==> src/sv/b2s_pkg.sv <==
// blake2s engine package: initial values, message schedule, shared codes
// used by the top level sequencer and the testbench
package b2s_pkg;

  localparam logic [1:0] KIND_DATA    = 2'd0;
  localparam logic [1:0] KIND_FINISH  = 2'd1;
  localparam logic [1:0] KIND_RESTART = 2'd2;
  localparam logic [1:0] KIND_RSVD    = 2'd3;

  localparam logic [2:0] REG_OUT_LEN = 3'd0;
  localparam logic [2:0] REG_KEY_LEN = 3'd1;
  localparam logic [2:0] REG_KEY0    = 3'd2;
  localparam logic [2:0] REG_KEY1    = 3'd3;
  localparam logic [2:0] REG_KEY2    = 3'd4;
  localparam logic [2:0] REG_KEY3    = 3'd5;

  localparam logic [31:0] PARAM_BASE = 32'h0101_0000;

  function automatic logic [31:0] iv_word(input logic [2:0] i);
    logic [31:0] r;
    case (i)
      3'd0: r = 32'h6A09E667;
      3'd1: r = 32'hBB67AE85;
      3'd2: r = 32'h3C6EF372;
      3'd3: r = 32'hA54FF53A;
      3'd4: r = 32'h510E527F;
      3'd5: r = 32'h9B05688C;
      3'd6: r = 32'h1F83D9AB;
      default: r = 32'h5BE0CD19;
    endcase
    return r;
  endfunction

  // message word index for round r (mod 10), slot s
  function automatic logic [3:0] sigma(input logic [3:0] r, input logic [3:0] s);
    logic [63:0] row;
    case (r)
      4'd0: row = 64'hFEDCBA9876543210;
      4'd1: row = 64'h357B20C16DF984AE;
      4'd2: row = 64'h491763EADF250C8B;
      4'd3: row = 64'h8F04A562EBCD1397;
      4'd4: row = 64'hD386CB1EFA427509;
      4'd5: row = 64'h91EF57D438B0A6C2;
      4'd6: row = 64'hB8293670A4DEF15C;
      4'd7: row = 64'hA2684F05931CE7BD;
      4'd8: row = 64'h5A417D2C803B9EF6;
      default: row = 64'h0DC3E9BF5167482A;
    endcase
    return row[{s, 2'b00} +: 4];
  endfunction

  // indices of a, b, c, d for mix step g (0..7)
  function automatic logic [15:0] g_idx(input logic [2:0] g);
    logic [15:0] r;
    case (g)
      3'd0: r = {4'd12, 4'd8, 4'd4, 4'd0};
      3'd1: r = {4'd13, 4'd9, 4'd5, 4'd1};
      3'd2: r = {4'd14, 4'd10, 4'd6, 4'd2};
      3'd3: r = {4'd15, 4'd11, 4'd7, 4'd3};
      3'd4: r = {4'd15, 4'd10, 4'd5, 4'd0};
      3'd5: r = {4'd12, 4'd11, 4'd6, 4'd1};
      3'd6: r = {4'd13, 4'd8, 4'd7, 4'd2};
      default: r = {4'd14, 4'd9, 4'd4, 4'd3};
    endcase
    return r;
  endfunction

endpackage

==> src/sv/blake2s_hash_engine.sv <==
// blake2s hash engine top level: sequencer, buffer, chain value, output
// depends on b2s_pkg and b2s_g_unit
//
// usage: byte-wide hashing over stream channels. s_axis_tdata carries
// {read_len, data_byte}, s_axis_tuser the kind (data, finish, restart).
// a data byte goes into the buffer unless the buffer is full and a
// further byte arrives; then a compression runs first: a load of the
// working state, ROUNDS rounds of half-steps through the shared g unit and
// a chain-value update. a finish runs the final compression once, then
// emits read_len digest bytes (saturated at 32) on m_axis, one per cycle
// while m_axis_tready is high, tlast on the last; digest bytes past
// out_len are zero. a repeated finish emits the latched digest again.
// s_axis_tready is low while a compression runs or digest bytes are
// pending; a stall on m_axis just holds the current byte. the register
// port takes out_len, key_len and the key words; they take effect at
// restart, and out_len also zeroes digest bytes as they are emitted.
// reset loads the initial state from the reset values of the registers.
module blake2s_hash_engine
  import b2s_pkg::*;
#(
  parameter int ROUNDS = 10
) (
  input  logic        clk_i,
  input  logic        rst_ni,
  input  logic        s_axis_tvalid,
  output logic        s_axis_tready,
  input  logic [15:0] s_axis_tdata,  // data_byte[7:0], read_len[13:8]
  input  logic [1:0]  s_axis_tuser,  // kind[1:0]
  output logic        m_axis_tvalid,
  input  logic        m_axis_tready,
  output logic [7:0]  m_axis_tdata,  // digest_byte[7:0]
  output logic        m_axis_tlast,
  input  logic        cfg_we_i,
  input  logic [2:0]  cfg_idx_i,
  input  logic [63:0] cfg_wdata_i
);
  localparam int RW = $clog2(ROUNDS + 1);
  localparam logic [2:0] ST_IDLE = 3'd0, ST_LOAD = 3'd1, ST_ROUND = 3'd2,
                         ST_FOLD = 3'd3, ST_OUT = 3'd4;

  logic [5:0]  out_len_q, key_len_q;
  logic [63:0] key_q [4];
  logic [31:0] h_q [8];
  logic [31:0] v_q [16];
  logic [31:0] buf_q [16];
  logic [6:0]  fill_q;
  logic [63:0] cnt_q;
  logic        done_q, final_q, pend_q;
  logic [2:0]  st_q;
  logic [3:0]  step_q;
  logic        half_q;
  logic [RW-1:0] rnd_q;
  logic [3:0]  rmod_q;
  logic [7:0]  pend_byte_q;
  logic [5:0]  rd_n_q, rd_i_q;

  logic [5:0] eol, ekl;
  always_comb begin
    eol = (out_len_q == 6'd0) ? 6'd1 : (out_len_q > 6'd32) ? 6'd32 : out_len_q;
    ekl = (key_len_q > 6'd32) ? 6'd32 : key_len_q;
  end

  logic [15:0] gi;
  logic [3:0]  ia, ib, ic, id, mi;
  logic [31:0] mw, ga, gb, gc, gd;
  always_comb begin
    gi = g_idx(step_q[3:1]);
    ia = gi[3:0]; ib = gi[7:4]; ic = gi[11:8]; id = gi[15:12];
    mi = sigma(rmod_q, {step_q[3:1], half_q});
    mw = buf_q[mi];
  end

  logic [31:0] lv;
  always_comb begin
    if (step_q[3]) lv = iv_word(step_q[2:0]);
    else lv = h_q[step_q[2:0]];
    if (step_q == 4'd12) lv = iv_word(3'd4) ^ cnt_q[31:0];
    if (step_q == 4'd13) lv = iv_word(3'd5) ^ cnt_q[63:32];
    if (step_q == 4'd14) lv = final_q ? ~iv_word(3'd6) : iv_word(3'd6);
  end

  logic [31:0] kblk [16];
  logic [31:0] pblk [16];
  always_comb begin
    for (int i = 0; i < 64; i++) begin
      kblk[i/4][(i%4)*8 +: 8] = (i < 32 && 6'(i) < ekl) ? key_q[i/8][(i%8)*8 +: 8] : 8'd0;
      pblk[i/4][(i%4)*8 +: 8] = (7'(i) >= fill_q) ? 8'd0 : buf_q[i/4][(i%4)*8 +: 8];
    end
  end

  logic [31:0] h7n;
  assign h7n = h_q[7] ^ v_q[7] ^ v_q[15];

  b2s_g_unit u_g (
    .second_i(half_q), .a_i(v_q[ia]), .b_i(v_q[ib]), .c_i(v_q[ic]), .d_i(v_q[id]),
    .m_i(mw), .a_o(ga), .b_o(gb), .c_o(gc), .d_o(gd)
  );

  logic [5:0] rl;
  assign rl = (s_axis_tdata[13:8] > 6'd32) ? 6'd32 : s_axis_tdata[13:8];
  assign s_axis_tready = (st_q == ST_IDLE);
  wire acc = s_axis_tvalid && s_axis_tready;

  assign m_axis_tvalid = (st_q == ST_OUT);
  assign m_axis_tdata  = (rd_i_q < eol) ?
                         buf_q[{1'b0, rd_i_q[4:2]}][{rd_i_q[1:0], 3'b000} +: 8] : 8'd0;
  assign m_axis_tlast  = (rd_i_q + 6'd1 == rd_n_q);

  always_ff @(posedge clk_i or negedge rst_ni) begin
    if (!rst_ni) begin
      out_len_q <= 6'd32;
      key_len_q <= 6'd0;
      for (int i = 0; i < 4; i++) key_q[i] <= '0;
      for (int i = 1; i < 8; i++) h_q[i] <= iv_word(3'(i));
      h_q[0] <= iv_word(3'd0) ^ PARAM_BASE ^ 32'd32;
      for (int i = 0; i < 16; i++) buf_q[i] <= '0;
      fill_q <= 7'd0; cnt_q <= '0; done_q <= 1'b0; final_q <= 1'b0;
      pend_q <= 1'b0; st_q <= ST_IDLE; step_q <= '0; half_q <= 1'b0;
      rnd_q <= '0; rmod_q <= '0; pend_byte_q <= '0; rd_n_q <= '0; rd_i_q <= '0;
    end else begin
      if (cfg_we_i) begin
        unique case (cfg_idx_i) inside
          REG_OUT_LEN: out_len_q <= cfg_wdata_i[5:0];
          REG_KEY_LEN: key_len_q <= cfg_wdata_i[5:0];
          [REG_KEY0:REG_KEY3]: key_q[cfg_idx_i[1:0] - 2'd2] <= cfg_wdata_i;
          default: ;
        endcase
      end
      unique case (st_q)
        ST_IDLE: if (acc) begin
          case (s_axis_tuser)
            KIND_DATA: if (!done_q) begin
              if (fill_q[6]) begin
                cnt_q <= cnt_q + 64'd64; final_q <= 1'b0; pend_q <= 1'b1;
                pend_byte_q <= s_axis_tdata[7:0]; step_q <= '0; st_q <= ST_LOAD;
              end else begin
                buf_q[fill_q[5:2]][{fill_q[1:0], 3'b000} +: 8] <= s_axis_tdata[7:0];
                fill_q <= fill_q + 7'd1;
              end
            end
            KIND_FINISH: begin
              rd_n_q <= rl; rd_i_q <= '0;
              if (!done_q) begin
                cnt_q <= cnt_q + {57'd0, fill_q};
                for (int i = 0; i < 16; i++) buf_q[i] <= pblk[i];
                final_q <= 1'b1; pend_q <= 1'b0; step_q <= '0; st_q <= ST_LOAD;
              end else if (rl != 6'd0) st_q <= ST_OUT;
            end
            KIND_RESTART: begin
              for (int i = 1; i < 8; i++) h_q[i] <= iv_word(3'(i));
              h_q[0] <= iv_word(3'd0) ^ PARAM_BASE ^ {18'd0, ekl, 8'd0} ^ {26'd0, eol};
              cnt_q <= '0; done_q <= 1'b0;
              for (int i = 0; i < 16; i++) buf_q[i] <= kblk[i];
              fill_q <= (ekl != 6'd0) ? 7'd64 : 7'd0;
            end
            default: ;
          endcase
        end
        ST_LOAD: begin
          v_q[step_q] <= lv;
          step_q <= step_q + 4'd1;
          if (step_q == 4'd15) begin
            st_q <= ST_ROUND; rnd_q <= '0; rmod_q <= '0; half_q <= 1'b0;
          end
        end
        ST_ROUND: begin
          v_q[ia] <= ga; v_q[ib] <= gb; v_q[ic] <= gc; v_q[id] <= gd;
          half_q <= ~half_q;
          step_q <= step_q + 4'd1;
          if (step_q == 4'd15) begin
            rnd_q <= rnd_q + RW'(1);
            rmod_q <= (rmod_q == 4'd9) ? 4'd0 : rmod_q + 4'd1;
            if (rnd_q == RW'(ROUNDS - 1)) st_q <= ST_FOLD;
          end
        end
        ST_FOLD: begin
          h_q[step_q[2:0]] <= h_q[step_q[2:0]] ^ v_q[step_q[2:0]] ^ v_q[{1'b1, step_q[2:0]}];
          if (step_q == 4'd7) begin
            step_q <= '0;
            if (pend_q) begin
              buf_q[0][7:0] <= pend_byte_q; fill_q <= 7'd1; st_q <= ST_IDLE;
            end else begin
              for (int i = 0; i < 7; i++) buf_q[i] <= h_q[i];
              buf_q[7] <= h7n;
              done_q <= 1'b1;
              st_q <= (rd_n_q != 6'd0) ? ST_OUT : ST_IDLE;
            end
          end else begin
            step_q <= step_q + 4'd1;
          end
        end
        ST_OUT: if (m_axis_tready) begin
          rd_i_q <= rd_i_q + 6'd1;
          if (m_axis_tlast) st_q <= ST_IDLE;
        end
        default: st_q <= ST_IDLE;
      endcase
    end
  end
endmodule

==> src/sv/b2s_g_unit.sv <==
// blake2s half mix step: two add/xor/rotate pairs (a,d then c,b) per call
// depends on nothing beyond plain logic
module b2s_g_unit (
  input  logic        second_i,
  input  logic [31:0] a_i,
  input  logic [31:0] b_i,
  input  logic [31:0] c_i,
  input  logic [31:0] d_i,
  input  logic [31:0] m_i,
  output logic [31:0] a_o,
  output logic [31:0] b_o,
  output logic [31:0] c_o,
  output logic [31:0] d_o
);
  logic [31:0] a1, x1, d1, c1, y1;
  always_comb begin
    a1  = a_i + b_i + m_i;
    x1  = d_i ^ a1;
    d1  = second_i ? {x1[7:0], x1[31:8]} : {x1[15:0], x1[31:16]};
    c1  = c_i + d1;
    y1  = b_i ^ c1;
    a_o = a1;
    d_o = d1;
    c_o = c1;
    b_o = second_i ? {y1[6:0], y1[31:7]} : {y1[11:0], y1[31:12]};
  end
endmodule

==> config.mk <==
export PLATFORM = sky130hd
export DESIGN_NAME = blake2s_hash_engine
export DESIGN_NICKNAME = d
export VERILOG_FILES = /design/src/sv/b2s_pkg.sv /design/src/sv/blake2s_hash_engine.sv /design/src/sv/b2s_g_unit.sv
export SDC_FILE = /design/constraint.sdc
export NUM_CORES = 2
export LEC_CHECK = 0
export BUFFER_PORTS_ARGS = -buffer_cell sky130_fd_sc_hd__buf_2
export CELL_PAD_IN_SITES_DETAIL_PLACEMENT = 1
export CELL_PAD_IN_SITES_GLOBAL_PLACEMENT = 2
export CORE_MARGIN = 2
export CORE_UTILIZATION = 47
export CTS_BUF_LIST = sky130_fd_sc_hd__clkbuf_4
export DETAILED_ROUTE_END_ITERATION = 8
export GPL_TIMING_DRIVEN = 0
export HOLD_SLACK_MARGIN = 0.05
export PLACE_DENSITY_LB_ADDON = 0.1
export SETUP_SLACK_MARGIN = 0.3
export SYNTH_ARGS = -nofsm -noshare
export SYNTH_HDL_FRONTEND = slang
export SYNTH_SLANG_ARGS = --single-unit
==> constraint.sdc <==
create_clock -name clk_i -period 20.5 [get_ports clk_i]
set_input_delay 5.125 -clock clk_i [delete_from_list [all_inputs] [get_ports clk_i]]
set_output_delay 5.125 -clock clk_i [all_outputs]
set_load 0.005 [all_outputs]
After elaboration in Yosys (flattened, before gate mapping)
Memory sizes are Yosys's and may differ from the RTL's.
Cells that the tools add are included.
- flip-flop bits (word level): 1146
- memory bits (writable): 512
- ROM bits: 1024
- input bits: 90
- output and inout bits: 11
- logic and storage cells: 662
- memories kept: 2
- memory list (name ; words ; bits a word ; read ports ; clocked after Yosys merged registers in ; wr ports ; line ; text):
    (no name shown) ; 16 ; 64 ; 1 ; 0 ; 0 ; b2s_pkg.sv:37 ; case (r)
    v_q ; 16 ; 32 ; 8 ; 0 ; 4 ; blake2s_hash_engine.sv:44 ; logic [31:0] v_q [16];
- $add $sub $neg: 12
- magnitude comparators: 110
- equal/unequal tests: 114
- shift operators: 4
- muxes and demuxes: 207
- bitwise operators: 17
- reductions and logical operators: 104
- operator list (operator ; count):
    $mux W512 ; 4
    $pmux W512 S3 ; 1
    $pmux W256 S2 ; 2
    $mux W8 ; 98
    $mux W256 ; 3
    $bwmux W256 ; 2
    $bwmux W512 ; 1
    $mux W32 ; 16
    $reduce_and A9 Y1 ; 31
    $bmux W32 S4 ; 2
    $mux W64 ; 4
    $reduce_and A7 Y1 ; 33
    $ge A6 B7 Y1 const A ; 32
    $mux W224 ; 1
    $pmux W32 S7 ; 1
    $pmux W64 S3 ; 1
    $xor A32 B32 Y32 ; 6
    $demux W32 S4 ; 1
    $demux W64 S2 ; 1
    $ge A5 B7 Y1 const A ; 16
    $ne A3 B3 Y1 const B ; 36
    $pmux W14 S7 ; 1
    $add A32 B32 Y32 ; 3
    $bmux W32 S3 ; 1
    other kinds (82) ; 271

Longest topological paths before layout
An unclocked memory read counts as a cell.
- depth after elaboration: 12
- gate-level depth with buffers: 49
- gate-level depth less buffers: 44

Cells and area by module
Synthesis repeated with hierarchy kept, for this count alone.
- cells, all modules: 8776
- area total of the unflattened synthesis: 96337.4 sq um
- modules (own cells, without submodules) (module ; instances ; cells an instance ; area an instance (sq um) ; sequential area each (sq um)):
    blake2s_hash_engine ; 1 ; 8117 ; 91077.4 ; 44222.4
    b2s_g_unit ; 1 ; 659 ; 5260.0 ; 0.0

Least setup slack after synthesis
No wires, ideal clock.
- path type: reg-to-reg
- start: register rmod_q[1]
- end: memory v_q[4][19], data pin
- setup time: 261 ps
- data arrival time: 10033 ps
- required time: 20239 ps
- slack: 10206 ps
- cell stages (with the launch flop): 47
- path buffers: 6
- clock period less this slack: 10294 ps
- path through: dfrtp_1 > buf_2 > buf_2 > inv_1 > ha_1 > clkbuf_1 > or3_1 > a31oi_1 > nor3_1 > a211oi_1 > a22o_1 > clkbuf_1 > clkbuf_1 > nand2_1 > a311o_1 > a31o_2 > fa_1 > inv_1 > [... 11 more ...] > ha_1 > a21o_1 > a21oi_1 > o21bai_1 > a21boi_0 > o31ai_1 > a41oi_1 > nand2b_1 > maj3_1 > maj3_1 > o211a_1 > a221oi_4 > a31oi_1 > o21ai_1 > a211o_1 > buf_4 > mux2i_1 > nand3_1
- RTL lines (element ; line ; text):
    start, declared ; blake2s_hash_engine.sv:53 ; logic [3:0] rmod_q;
    start signal, assigned ; blake2s_hash_engine.sv:172 ; rmod_q <= (rmod_q == 4'd9) ? 4'd0 : rmod_q + 4'd1;
    end, declared ; blake2s_hash_engine.sv:44 ;

==> results.py <==
metrics = {
    "hold_path": {
        "min_to": "buf_q[131]",
        "min_path_cells": 2,
        "holdCritStartpoint": "buf_q[131]",
        "hp-class": "reg -> reg",
    },
    "floorplanning": {
        "die_x_um": 456,
        "die_area_um2": 208000,
        "core_area_um2": 204000,
        "initial_utilization_pct": 47.2,
        "ioPinCount": 101,
        "die_h_um": 456,
        "fp-row-count": 166,
    },
    "logic_synthesis": {
        "synth_top_area_share_pct": 26.3,
        "ys_types": 105,
        "async_flop_share_pct": 69.1,
        "yosys.area.top_type": "dfrtp_1",
        "syn_avg_cell_area_um2": 10.1,
        "ys.flop_type": "dfrtp_1",
        "synth-seq-cells": 1658,
        "syn-cell-area_um2": 96200,
        "syn_nets": 9718,
        "synth_seq_area_share_pct": 46.0,
        "ys_warn_count": 0,
        "synth-edff-count": 512,
        "ys_top_cells_by_area": "dfrtp_1, edfxtp_1, mux4_2, nand2_1, dfstp_2",
        "synth_cells": 9493,
    },
    "sta": {
        "max_slew_margin_pct": -12.3,
        "fin_crit_sh_pct": 90.8,
        "hold_slack_ns": 0.478,
        "hold_viol_final": 0,
        "finalSetupViolCount": 0,
        "fin_crit_ns": 18.61,
        "fmax_mhz": 53.7,
        "slew_viol_final": 185,
        "fin_tns_setup_ns": 0,
        "final.setup_skew_ns": 0.149,
        "tightest_slew_ns": 1.68,
        "rsz0062_at_grt": "no",
    },
    "drt": {
        "wl_per_cell_um": 43.1,
        "first_pass_iters": 9,
        "routed_wl_mm": 570,
        "routed_via_density": 7.24,
        "antenna_left": 0,
        "drtIter0Drc": 15800,
        "drc_errors": 67,
        "via_count": 95700,
    },
    "global_routing": {
        "grt_util_all_layers_pct": 53.7,
        "grt_max_degree": 169,
        "antenna_found_initial": 63,
        "grt_pass1_vias": 94300,
        "grt-ovfl-total": 0,
        "grt_pass1_wl_mm": 773,
    },
    "clock_network": {
        "clkSinkCount": 1658,
        "hold_buffers": 0,
        "numCtsBuffers": 472,
        "cts_tree": "yes",
        "cts_root_buf": "clkbuf_4",
        "post_cts_resized": 0,
        "clk_latency_ns": 1.59,
        "clock_path_buffers": 4,
        "post_cts_buffers": 0,
        "clkSlewWorstSetupHoldPaths_ns": 0.07,
        "h-tree-depth": 5,
    },
    "finish": {
        "regArea_um2": 44200,
        "multiInputGateArea_um2": 48700,
        "area_growth_pct": 11.9,
        "final_nets": 10300,
        "layout-drive-gt1-share_pct": 17.7,
        "final_cell_mix": "nand2_1, dfrtp_1, clkbuf_4",
        "final_common_cell": "nand2_1",
        "fillers": 22700,
    },
    "setup_path": {
        "crit_top_cell": "clkbuf_1",
        "start_kind": "flip-flop",
        "critPathCaptureType": "flip-flop",
        "r2r_start": "rmod_q[1]",
        "critPathTopFamily": "compound AO/OA/AOI/OAI gates",
        "worstSetupPathType": "reg -> reg",
        "reg2reg_depth": 46,
        "timing.rr.end": "v_q[7][14]",
        "critPathRequiredTime_ns": 21.86,
        "r2r_setup_slack_ns": 1.89,
        "critical_path.slowest_cell": "a22oi_2",
        "crit_fanout": 11,
        "slowest_delay_ns": 1.30,
        "arrival_ns": 19.97,
        "critPathBufInv": 12,
    },
    "place": {
        "portBuffers": 89,
        "dp_hpwl_mm": 442,
        "place_congestion": 1.10,
    },
    "run_status": {
        "outcome": "finished, violations left",
        "failed_checks": "design-rule violations, max-capacitance violations, max-slew violations",
    },
    "flow_run": {
        "cap_violations": 26,
    },
}
## sequential cells by signal, indices dropped and copies added (netlist names), 3 cells and up
name / count
buf_q: 512
v_q: 512
h_q: 256
key_q: 256
cnt_q: 64
pend_byte_q: 8
fill_q: 7
key_len_q: 6
out_len_q: 6
rd_i_q: 6
rd_n_q: 6
rmod_q: 4
rnd_q: 4
step_q: 4
st_q: 3
## final cells by class
cell class | instances | share of cell area [%]
Multi-Input combinational cell | 6896 | 45.2
Sequential cell | 1658 | 41.1
Clock buffer | 718 | 5.01
Tap cell | 2688 | 3.12
Buffer | 745 | 2.76
Timing Repair Buffer | 150 | 1.34
Inverter | 194 | 0.676
Clock inverter | 124 | 0.661
Antenna cell | 48 | 0.112
## worst max-delay path by stage
stage	startpoint	to	slack, ns	cells past startpoint
finish	rmod_q[1]	v_q[7][14]	1.89	46
global route	rmod_q[1]	v_q[7][14]	1.95	46
CTS	step_q[1]	v_q[7][14]	3.15	39
detailed placement	step_q[1]	v_q[7][14]	3.20	39
global placement	rst_ni	v_q[0][28]	-19.78	6
floorplan	rmod_q[1]	v_q[4][19]	10.21	46
## per-layer routing
layer  up-vias  part of all wire, %  GRT usage, %
met5         -                0.084         0.712
met4        48                   12          51.5
met3      2774                   14          21.2
met2      8004                   41          76.7
met1     48000                   33          60.7
li1      36900                    -             -
## cell usage after synthesis (all sizes together) (33+ instances only)
master / instances
a221oi: 48
a22o: 167
clkbuf: 598
a222oi: 216
a21oi: 513
o221ai: 54
xnor2: 215
mux4: 338
mux2i: 252
o211ai: 58
nor3: 139
nor2b: 37
o22a: 145
dfrtp: 1010
and3: 83
and2: 71
nand2: 1515
o22ai: 108
inv: 192
nand3: 363
buf: 147
o31ai: 58
dfstp: 136
a211oi: 33
nand2b: 40
o21ai: 722
nor2: 696
fa: 34
xor2: 94
ha: 101
edfxtp: 512
a31oi: 33
or3: 41
a311oi: 37
mux2: 304
## logic make-up after synthesis
group | count (synthesis) | share of synthesized area, %
xor+xnor | 313 | 2.92
mux | 894 | 14.1
compound gates | 2456 | 17.4
fa+ha+maj | 139 | 2.07
flops | 1658 | 46.0
simple gates | 3094 | 13.8
buf+inv | 939 | 3.78
## tightest hold or removal path, stage by stage (launching register included)
cell     delay (ns)
dfrtp_1        0.34
nand2_1        0.05
o31ai_1        0.05
## per-stage QoR
stage          cells  util (%)  worst slack [ns]  cell area, um^2
6_report       13200      52.8              1.89           108000
5_1_grt        13200      52.7              1.95           108000
4_1_cts        13200      52.6              3.15           107000
3_5_place_dp   12300      49.6              3.20           101000
3_3_place_gp   12300      49.0            -19.78           100000
2_1_floorplan   9493         -             10.21            96200
Power is left out: the tool's default activity adds up to more than one toggle a clock period on the data nets, which glitch-free logic cannot reach.
